**src/design/bppc_pkg.sv**
```systemverilog
// ----------------------------------------------------------------------------
// bppc_pkg
// Types and constants shared by the box pair penetration contact block.
// ----------------------------------------------------------------------------
`timescale 1ns / 1ps
`default_nettype none

package bppc_pkg;

    localparam int unsigned COORD_W = 32;
    localparam int unsigned SLOP_W  = 16;
    localparam int unsigned PEN_W   = 31;
    // Overlap spans -(2^32 - 1) .. 2^32 and needs 34 signed bits.
    localparam int unsigned OVL_W   = 34;

    localparam logic [1:0] AXIS_X = 2'd0;
    localparam logic [1:0] AXIS_Y = 2'd1;
    localparam logic [1:0] AXIS_Z = 2'd2;

    localparam logic [SLOP_W-1:0] SLOP_RESET = 16'd7;

    typedef struct packed {
        logic signed [COORD_W-1:0] left_center_x;
        logic signed [COORD_W-1:0] left_center_y;
        logic signed [COORD_W-1:0] left_center_z;
        logic signed [COORD_W-1:0] left_half_x;
        logic signed [COORD_W-1:0] left_half_y;
        logic signed [COORD_W-1:0] left_half_z;
        logic signed [COORD_W-1:0] right_center_x;
        logic signed [COORD_W-1:0] right_center_y;
        logic signed [COORD_W-1:0] right_center_z;
        logic signed [COORD_W-1:0] right_half_x;
        logic signed [COORD_W-1:0] right_half_y;
        logic signed [COORD_W-1:0] right_half_z;
    } t_box_pair;

    typedef struct packed {
        logic                      touching;
        logic [1:0]                normal_axis;
        logic                      normal_negative;
        logic [PEN_W-1:0]          penetration;
        logic signed [COORD_W-1:0] point_x;
        logic signed [COORD_W-1:0] point_y;
        logic signed [COORD_W-1:0] point_z;
    } t_contact;

    // Per-axis intermediate results held between the two pipeline stages.
    typedef struct packed {
        logic signed [OVL_W-1:0]   overlap;
        logic                      delta_negative;
        logic signed [COORD_W-1:0] midpoint;
    } t_axis_info;

endpackage

`default_nettype wire

```
**src/design/bppc_axis.sv**
```systemverilog
// ----------------------------------------------------------------------------
// bppc_axis
// Overlap, delta sign and centre midpoint along one axis.
// ----------------------------------------------------------------------------
`timescale 1ns / 1ps
`default_nettype none

module bppc_axis (
    input  wire logic signed [bppc_pkg::COORD_W-1:0] i_left_center,
    input  wire logic signed [bppc_pkg::COORD_W-1:0] i_left_half,
    input  wire logic signed [bppc_pkg::COORD_W-1:0] i_right_center,
    input  wire logic signed [bppc_pkg::COORD_W-1:0] i_right_half,
    output bppc_pkg::t_axis_info                    o_info
);

    localparam int unsigned CW = bppc_pkg::COORD_W;

    logic signed [CW:0] left_ext;
    logic signed [CW:0] right_ext;
    logic signed [CW:0] delta;
    logic signed [CW:0] center_sum;
    logic [CW-1:0]      left_abs;
    logic [CW-1:0]      right_abs;
    logic [CW-1:0]      delta_abs;

    assign left_ext  = {i_left_half[CW-1], i_left_half};
    assign right_ext = {i_right_half[CW-1], i_right_half};

    // The most negative extent gives 2^31, which still fits unsigned in 32 bits.
    assign left_abs  = left_ext[CW]  ? CW'(-left_ext)  : CW'(left_ext);
    assign right_abs = right_ext[CW] ? CW'(-right_ext) : CW'(right_ext);

    assign delta      = {i_right_center[CW-1], i_right_center}
                      - {i_left_center[CW-1], i_left_center};
    assign delta_abs  = delta[CW] ? CW'(-delta) : CW'(delta);
    assign center_sum = {i_right_center[CW-1], i_right_center}
                      + {i_left_center[CW-1], i_left_center};

    always_comb begin
        o_info.overlap        = $signed({2'b00, left_abs}) + $signed({2'b00, right_abs})
                              - $signed({2'b00, delta_abs});
        o_info.delta_negative = delta[CW];
        // Arithmetic shift of the sum rounds toward minus infinity.
        o_info.midpoint       = center_sum[CW:1];
    end

endmodule

`default_nettype wire

```
**src/design/bppc_select.sv**
```systemverilog
// ----------------------------------------------------------------------------
// bppc_select
// Separation test, least-overlap axis choice and result formatting.
// ----------------------------------------------------------------------------
`timescale 1ns / 1ps
`default_nettype none

module bppc_select (
    input  wire bppc_pkg::t_axis_info             i_axis_x,
    input  wire bppc_pkg::t_axis_info             i_axis_y,
    input  wire bppc_pkg::t_axis_info             i_axis_z,
    input  wire logic [bppc_pkg::SLOP_W-1:0]      i_slop,
    output bppc_pkg::t_contact                    o_contact
);

    localparam int unsigned OW = bppc_pkg::OVL_W;
    localparam int unsigned PW = bppc_pkg::PEN_W;
    localparam int unsigned SW = bppc_pkg::SLOP_W;

    logic signed [OW-1:0] neg_slop;
    logic                 apart;
    logic [1:0]           axis;
    bppc_pkg::t_axis_info chosen;
    logic [PW-1:0]        pen;

    assign neg_slop = -$signed({{(OW-SW){1'b0}}, i_slop});
    assign apart    = (i_axis_x.overlap < neg_slop) || (i_axis_y.overlap < neg_slop)
                   || (i_axis_z.overlap < neg_slop);

    always_comb begin
        priority if (i_axis_y.overlap < i_axis_x.overlap
                     && i_axis_y.overlap <= i_axis_z.overlap) begin
            axis = bppc_pkg::AXIS_Y;
        end else if (i_axis_z.overlap < i_axis_x.overlap
                     && i_axis_z.overlap < i_axis_y.overlap) begin
            axis = bppc_pkg::AXIS_Z;
        end else begin
            axis = bppc_pkg::AXIS_X;
        end
    end

    always_comb begin
        unique case (axis)
            bppc_pkg::AXIS_Y: chosen = i_axis_y;
            bppc_pkg::AXIS_Z: chosen = i_axis_z;
            default:          chosen = i_axis_x;
        endcase
    end

    // Clamp at zero and saturate to the largest 31-bit value.
    always_comb begin
        priority if (chosen.overlap[OW-1]) begin
            pen = '0;
        end else if (|chosen.overlap[OW-2:PW]) begin
            pen = '1;
        end else begin
            pen = chosen.overlap[PW-1:0];
        end
    end

    always_comb begin
        o_contact = '0;
        if (!apart) begin
            o_contact.touching        = 1'b1;
            o_contact.normal_axis     = axis;
            o_contact.normal_negative = chosen.delta_negative;
            o_contact.penetration     = pen;
            o_contact.point_x         = i_axis_x.midpoint;
            o_contact.point_y         = i_axis_y.midpoint;
            o_contact.point_z         = i_axis_z.midpoint;
        end
    end

endmodule

`default_nettype wire

```
**src/design/box_pair_penetration_contact.sv**
```systemverilog
// ----------------------------------------------------------------------------
// box_pair_penetration_contact
// Contact test for two axis-aligned boxes: least-overlap axis, depth, point.
// ----------------------------------------------------------------------------
//  Channel  Signals                               Direction
//  input    i_in_valid, o_in_ready, i_in_data     box pair in
//  output   o_out_valid, i_out_ready, o_out_data  contact out
//  config   i_cfg_we, i_cfg_data                  contact_slop write
//
// One box pair is taken every cycle unless the pipeline is full behind a stalled output;
// its result passes through the input register, the per-axis overlap register and the result register.
// The per-axis adders and the three-way overlap compare set the cycle time.
// Reset is synchronous, active low, empties the pipeline and sets the slop to 7.
// A stalled output holds its result; each stage still fills while a later one
// waits, so up to three items sit in flight.
// ----------------------------------------------------------------------------
`timescale 1ns / 1ps
`default_nettype none

module box_pair_penetration_contact (
    input  wire logic                             i_clk,
    input  wire logic                             i_rst_n,
    input  wire logic                             i_in_valid,
    output logic                                  o_in_ready,
    input  wire bppc_pkg::t_box_pair              i_in_data,
    output logic                                  o_out_valid,
    input  wire logic                             i_out_ready,
    output bppc_pkg::t_contact                    o_out_data,
    input  wire logic                             i_cfg_we,
    input  wire logic [bppc_pkg::SLOP_W-1:0]      i_cfg_data
);

    logic                            r_in_valid;
    bppc_pkg::t_box_pair             r_in;
    logic                            r_mid_valid;
    bppc_pkg::t_axis_info            r_axis_x;
    bppc_pkg::t_axis_info            r_axis_y;
    bppc_pkg::t_axis_info            r_axis_z;
    logic                            r_out_valid;
    bppc_pkg::t_contact              r_out;
    logic [bppc_pkg::SLOP_W-1:0]     r_contact_slop;

    bppc_pkg::t_axis_info            n_axis_x;
    bppc_pkg::t_axis_info            n_axis_y;
    bppc_pkg::t_axis_info            n_axis_z;
    bppc_pkg::t_contact              n_out;

    logic out_adv;
    logic mid_adv;
    logic in_adv;

    assign out_adv    = !r_out_valid || i_out_ready;
    assign mid_adv    = !r_mid_valid || out_adv;
    assign in_adv     = !r_in_valid || mid_adv;
    assign o_in_ready = in_adv;

    bppc_axis u_axis_x (
        .i_left_center  (r_in.left_center_x),
        .i_left_half    (r_in.left_half_x),
        .i_right_center (r_in.right_center_x),
        .i_right_half   (r_in.right_half_x),
        .o_info         (n_axis_x)
    );

    bppc_axis u_axis_y (
        .i_left_center  (r_in.left_center_y),
        .i_left_half    (r_in.left_half_y),
        .i_right_center (r_in.right_center_y),
        .i_right_half   (r_in.right_half_y),
        .o_info         (n_axis_y)
    );

    bppc_axis u_axis_z (
        .i_left_center  (r_in.left_center_z),
        .i_left_half    (r_in.left_half_z),
        .i_right_center (r_in.right_center_z),
        .i_right_half   (r_in.right_half_z),
        .o_info         (n_axis_z)
    );

    bppc_select u_select (
        .i_axis_x  (r_axis_x),
        .i_axis_y  (r_axis_y),
        .i_axis_z  (r_axis_z),
        .i_slop    (r_contact_slop),
        .o_contact (n_out)
    );

    always_ff @(posedge i_clk) begin
        if (!i_rst_n) begin
            r_in_valid     <= 1'b0;
            r_mid_valid    <= 1'b0;
            r_out_valid    <= 1'b0;
            r_contact_slop <= bppc_pkg::SLOP_RESET;
        end else begin
            if (in_adv) begin
                r_in_valid <= i_in_valid;
            end
            if (mid_adv) begin
                r_mid_valid <= r_in_valid;
            end
            if (out_adv) begin
                r_out_valid <= r_mid_valid;
            end
            if (i_cfg_we) begin
                r_contact_slop <= i_cfg_data;
            end
        end
    end

    always_ff @(posedge i_clk) begin
        if (in_adv && i_in_valid) begin
            r_in <= i_in_data;
        end
        if (mid_adv && r_in_valid) begin
            r_axis_x <= n_axis_x;
            r_axis_y <= n_axis_y;
            r_axis_z <= n_axis_z;
        end
        if (out_adv && r_mid_valid) begin
            r_out <= n_out;
        end
    end

    assign o_out_valid = r_out_valid;
    assign o_out_data  = r_out;

endmodule

`default_nettype wire

```
**config.mk**
```make
export PLATFORM = sky130hd
export DESIGN_NAME = box_pair_penetration_contact
export DESIGN_NICKNAME = d
export VERILOG_FILES = /design/src/design/bppc_pkg.sv /design/src/design/bppc_axis.sv /design/src/design/bppc_select.sv /design/src/design/box_pair_penetration_contact.sv
export SDC_FILE = /design/constraint.sdc
export NUM_CORES = 2
export LEC_CHECK = 0
export ABC_AREA = 1
export BUFFER_PORTS_ARGS = -buffer_cell sky130_fd_sc_hd__buf_2
export CORE_ASPECT_RATIO = 0.75
export CORE_MARGIN = 2
export CORE_UTILIZATION = 30
export DETAILED_ROUTE_END_ITERATION = 7
export PLACE_DENSITY = 0.51
export RECOVER_POWER = 100
export SETUP_SLACK_MARGIN = 0.1
export SLEW_MARGIN = 0
export SYNTH_ARGS = -nofsm -noshare
export SYNTH_HDL_FRONTEND = slang
export SYNTH_SLANG_ARGS = --single-unit
export TNS_END_PERCENT = 10
```
**constraint.sdc**
```tcl
create_clock -name i_clk -period 14 [get_ports i_clk]
set_clock_uncertainty 0.15 [all_clocks]
set_input_delay 1.4 -clock i_clk [delete_from_list [all_inputs] [get_ports i_clk]]
set_output_delay 1.4 -clock i_clk [all_outputs]
set_load 0.03 [all_outputs]
```
-- After elaboration in Yosys (flattened, before gate mapping)
Index checks and enable logic that the tools add are counted.
- $add $sub $neg: 22
- order comparisons: 7
- equal/unequal tests: 2
- muxes and demuxes: 15
- reductions and logical operators: 15
- operator list (cell ; count):
    two-way mux 32 bit ; 9
    negation 32 bit ; 9
    < comparator 34 bit ; 6
    adder 32 x 32 -> 33 bit ; 6
    case mux 67 bit (2 select lines) ; 1
    two-way mux 131 bit ; 1
    subtractor 34 x 33 -> 34 bit ; 3
    subtractor 32 x 32 -> 33 bit ; 3
    two-way mux 31 bit ; 2
    less-or-equal comparator 34 bit ; 1
    negation 16 -> 34 bit ; 1
    logical AND 1 bit ; 5
    logical OR 1 bit ; 5
    two-way mux 2 bit ; 2
    OR reduction 2 bit ; 2
    zero test 1 bit ; 3
    == test 2 x 1 -> 1 bit, second input constant ; 1
    == test 2 bit, second input constant ; 1
- bits in registers: 735
- input port bits: 405
- output and inout bits: 133
- word-level logic and storage cells: 93

-- Depth between registers and ports, before layout
- word-level depth: 10
- depth in mapped cells: 35
- depth with buffers taken out: 34

-- Modules after synthesis
A second synthesis with hierarchy kept.
- cells, all modules: 7396
- area, all modules: 58474.8 um2
- modules (own cells, without submodules) (module ; instances ; cells each ; area each (um2)):
    box_pair_penetration_contact ; 1 ; 803 ; 22180.0
    bppc_axis at u_axis_y ... ; 2 ; 1760 ; 9675.5
    bppc_axis at u_axis_x ; 1 ; 1760 ; 9666.8
    bppc_select ; 1 ; 1313 ; 7277.0

-- Worst setup path after synthesis
No wires, ideal clock.
- path kind: input to register
- from: input port i_out_ready
- to: register r_in[0] (netlist name), enable pin
- library setup time: 0.732 ns
- data arrival time: 9.316 ns
- slack: 3.802 ns
- cell stages on the path: 6
- buffers on the path: 0
- cell sequence: inv_1 nand2_1 nor2_1 nand2_1 nand2_1 inv_1
- longest elaborated chain between the ends: 4
- ends and longest elaborated chain (item ; RTL line ; RTL):
    start: declaration ; box_pair_penetration_contact.sv:27 ; input wire logic i_out_ready,
    logical OR 1 bit ; box_pair_penetration_contact.sv:52 ; assign out_adv = !r_out_valid || i_out_ready;
    logical OR 1 bit ; box_pair_penetration_contact.sv:53 ; assign mid_adv = !r_mid_valid || out_adv;
    logical OR 1 bit ; box_pair_penetration_contact.sv:54 ; assign in_adv = !r_in_valid || mid_adv;
    named net o_in_ready ; box_pair_penetration_contact.sv:24 ; output logic o_in_ready,
    logical AND 1 bit ; box_pair_penetration_contact.sv:112 ; if (in_adv && i_in_valid) begin
    end signal: assignment ; box_pair_penetration_contact.sv:113 ; r_in <= i_in_data;
    end: declaration ; box_pair_penetration_contact.sv:34 ; bppc_pkg::t_box_pair r_in;
The timed path passes the listed nets, and every way through them passes these cells.
A chain may end at the register's enable or synchronous reset.

-- Worst setup path after layout
- from: register r_contact_slop[0] (netlist name)
- to: register r_out, in the netlist o_out_data[129], data pin
- longest elaborated chain between the ends: 4
- elaborated cells on any way between the ends: 6
- classes of those cells: add/sub: 1; order compare: 3; reduce/logical: 2
- ends and longest elaborated chain (item ; RTL line ; RTL):
    start: declaration ; box_pair_penetration_contact.sv:41 ; logic [bppc_pkg::SLOP_W-1:0] r_contact_slop;
    start signal: assignment ; box_pair_penetration_contact.sv:94 ; r_contact_slop <= bppc_pkg::SLOP_RESET;
    start signal: assignment ; box_pair_penetration_contact.sv:106 ; r_contact_slop <= i_cfg_data;
    negation 16 -> 34 bit * ; bppc_select.sv:26 ; assign neg_slop = -$signed({{(OW-SW){1'b0}}, i_slop});
    < comparator 34 bit ; bppc_select.sv:27 ; assign apart = (i_axis_x.overlap < neg_slop) || (i_axis_y.overlap < neg_slop)
    logical OR 1 bit ; bppc_select.sv:27 ;
    logical OR 1 bit * ; bppc_select.sv:28 ; || (i_axis_z.overlap < neg_slop);
    end signal: assignment ; box_pair_penetration_contact.sv:121 ; r_out <= n_out;
    end: declaration ; box_pair_penetration_contact.sv:40 ; bppc_pkg::t_contact r_out;
Every way passes the cells marked *; elsewhere a longest branch is shown, timed or not.

==> summary.md <==
| Metric | Value |
|---|---|
| Status | finished with violations |
| Failing checks | max-capacitance violations, max-slew violations |
| Predominant post-synthesis flop cell | edfxtp_1 |
| Final wirelength | 229000 um |
| Slew margin rel. | -215% |
| Synthesis-to-layout area growth | 13.2% |
| Die area | 205000 um^2 |
| Synthesized area | 60400 um^2 |
| Vias in the first global route | 50900 |
| Via Count | about 54000 |
| Arrival @ worst endpoint | just under 10000 ps |
| Postcts setup bufs | 0 |
| Sum Neg Setup Slack | 0 ps |
| First-pass GRT wire length | 332000 um |
| Clock Sinks | 735 |
| Final antenna-violating net count | 0 |
| Routed vias/inst | 4.88 |
| Hold/Removal Path Class | reg -> reg |
| Most frequent cells in the layout | nand2_1, inv_1, nor2_1 |
| Leakage power | 0.0320 uW |
| GPL Wtd Cong | 0.985 |
| Fin crit share | 68.3% |
| Starting Density | a little over 30% |
| Placed instance count | 10900 |
| Finished Core Util | 34.2% |
| Mapped Avg Cell Area | roughly 7.7 um^2 |
| Max_cap viols | 12 |
| Design area | around 68000 um^2 |
| Area leader, netlist | edfxtp_1 |
| Minimum clock period | 9560 ps |
| Max Transition Viols Final | between 600 and 700 |
| CTS Buf Count | 84 |
| Top Ports | ~540 |
| Share of Yosys cell area claimed by the top area cell type | 35.6% |
| Post-synth ARST share | 0% |
| Net count of the mapped netlist | 8833 |
| Worst-Skew Late Latency | 730 ps |
| H-Tree Depth | 3 |
| Core area | between 200000 and 250000 um^2 |
| Sequential cell area fraction in the yosys report | 36.2% |
| Final net count | 9350 |
| Startpoint type of the worst setup path | flip-flop |
| Clock transition at path regs | about 60 ps |
| First DRT Iteration DRCs | 5426 |
| Crit end category | flip-flop |
| Most common cell after layout, fill and taps aside | nand2_1 |
| Port Buffers | 537 |
| CP Class | reg -> reg |
| Placed cell area | 66000 um^2 |
| Largest net degree at the start of global routing | 100 |
| Synth Warn # | 0 |
| Die Y | slightly below 400 um |
| Post-synth EDFFs | 716 |
| DRC viols | 0 |
| Share of cells above drive strength 1 | 7.15% |
| Final Hold Viols | 0 |
| Cts repair resizes | 0 |
| Clk buf depth | 3 |
| CTS root buf | clkbuf_16 |
| Gr ovfl total | 0 |
| Maximum clock rate | roughly 100 MHz |
| Die X-Extent | 522 um |
| Wire per inst | ~21 um |
| Tot GR Track Use | 21.7% |
| Unrepaired setup endpoints after global routing | false |
| # rows | 142 |
| VDD IR max | 0.110 mV |
| Maximum fanout along the worst path | 67 |
| Power Dens Cells | 157 nW/um^2 |
| Hold_buf cts | 0 |
| Final setup vio count | 0 |
| Fillers | 21400 |
| Cells after synthesis | about 7800 |
| Post-detail-place hpwl | 192000 um |
| CTS tree | yes |
| #FFs+latches synth | 735 |
| Final Instance Count excl. Fillers | 11100 |
| Worst Max-Slew Pin Slew | between 4000 and 5000 ps |
| Count of different cell masters after synthesis | 62 |
| Area contributors post-synth | edfxtp_1, ha_1, nand2_1 |
| Pre-antenna DRT Iters | 6 |
| Initial antenna violation count | 33 |
| Critical Path RT | roughly 14000 ps |
[cells in the mapped netlist (12+ instances only)]
cell type	count
xor2_1	390
a21boi_0	25
and2_1	19
o21ai_0	290
inv_2	33
buf_2	58
a21oi_1	549
dfxtp_1	19
nor2_1	924
o31ai_1	17
nand4_1	103
a21o_1	16
nor2_4	12
o211ai_1	20
o21ai_1	32
a31oi_1	21
nor2_2	28
ha_1	594
inv_1	1324
buf_4	23
o21a_1	28
nand3_2	17
nand3b_1	21
nor4_1	28
nand2_1	1682
edfxtp_1	716
clkbuf_1	37
nor3_1	110
nand3_1	368
fa_1	12
xnor2_1	144
o21bai_1	27
nand2_2	42
[registers in the layout (all words and copies together) (netlist names)]
name            count
r_mid_valid         1
o_out_valid         1
r_contact_slop     16
r_axis_y           67
o_out_data        131
r_in              384
r_axis_z           67
r_in_valid          1
r_axis_x           67
[report_power, final]
part | switching (uW) | leakage [uW] | internal, uW
Sequential | 392 | 0.00715 | 2860
Clock | 1030 | 0.00136 | 1270
Combinational | 3530 | 0.0235 | 1680
Total | 4950 | 0.0320 | 5820
[logic make-up (layout without fill, tap and decap cells)]
family / after synthesis / after routing / synth area share [%]
and+or+nand+nor: 3393 / 3393 / 23.8
buffers and inverters: 1481 / 2068 / 9.50
AOI/OAI and AO/OA: 1056 / 1056 / 9.51
DFF: 735 / 735 / 36.2
adders and majority gates: 606 / 606 / 12.7
xor gates and xnor gates: 551 / 551 / 8.34
other: 0 / 13 / 0
[through the flow]
step	setup WS (ps)	total power (uW)	hold WS (ps)
floorplan	3800	6600	304
global placement	7170	8420	324
detailed placement	7240	8410	335
CTS	7220	10800	353
global route	3440	11500	358
finish	4440	10800	340
[path summary, 6_finish.rpt]
kind	startpoint	to	slack [ps]	cells after the start
setup / recovery	r_contact_slop[0]	o_out_data[129]	4440	22
hold / removal	r_mid_valid	o_out_valid	340	2
setup reg to reg	r_contact_slop[0]	o_out_data[129]	4440	22
hold reg to reg	r_mid_valid	o_out_valid	340	2
[worst max-delay path: stages, from the launching register on]
cell        delay (ps)
dfxtp_1            380
nor3_1             330
nand3_1            180
nor3_1             330
nand3_1            190
nor3_1             290
nand2_1            120
nor2_1             100
nand2_1            290
nor3_1             760
ha_1               280
nand2_1             80
nor2_1             140
nand2_1            120
nor4_1             740
o2111ai_1          380
nand3_1            180
nand2_1             60
nand2_1             50
nor2_1             100
clkinvlp_2        1100
clkbuf_1          2500
nor2_1             220
[final cells by class]
cell class / instances / area, um^2 / share of cell area [%]
clock buffer: 98 / 2190 / 3.19
clock inverter: 58 / 618 / 0.903
antenna: 13 / 32.5 / 0.0475
tap: 2664 / 3330 / 4.87
inverter: 1358 / 5100 / 7.46
timing repair buffer: 554 / 2470 / 3.61
multi-input combinational: 5606 / 32800 / 47.9
sequential: 735 / 21900 / 32.0
[layer usage]
| metal | up-vias | wire length, um | track usage, % |
|---|---|---|---|
| li1 | 26500 | - | - |
| met1 | 25600 | 120000 | 34.7 |
| met2 | 1767 | 89400 | 30.0 |
| met3 | 219 | 15600 | 3.12 |
| met4 | 8 | 4820 | 4.43 |
| met5 | - | 64 | 0 |
(Power assumes the default switching activity.)
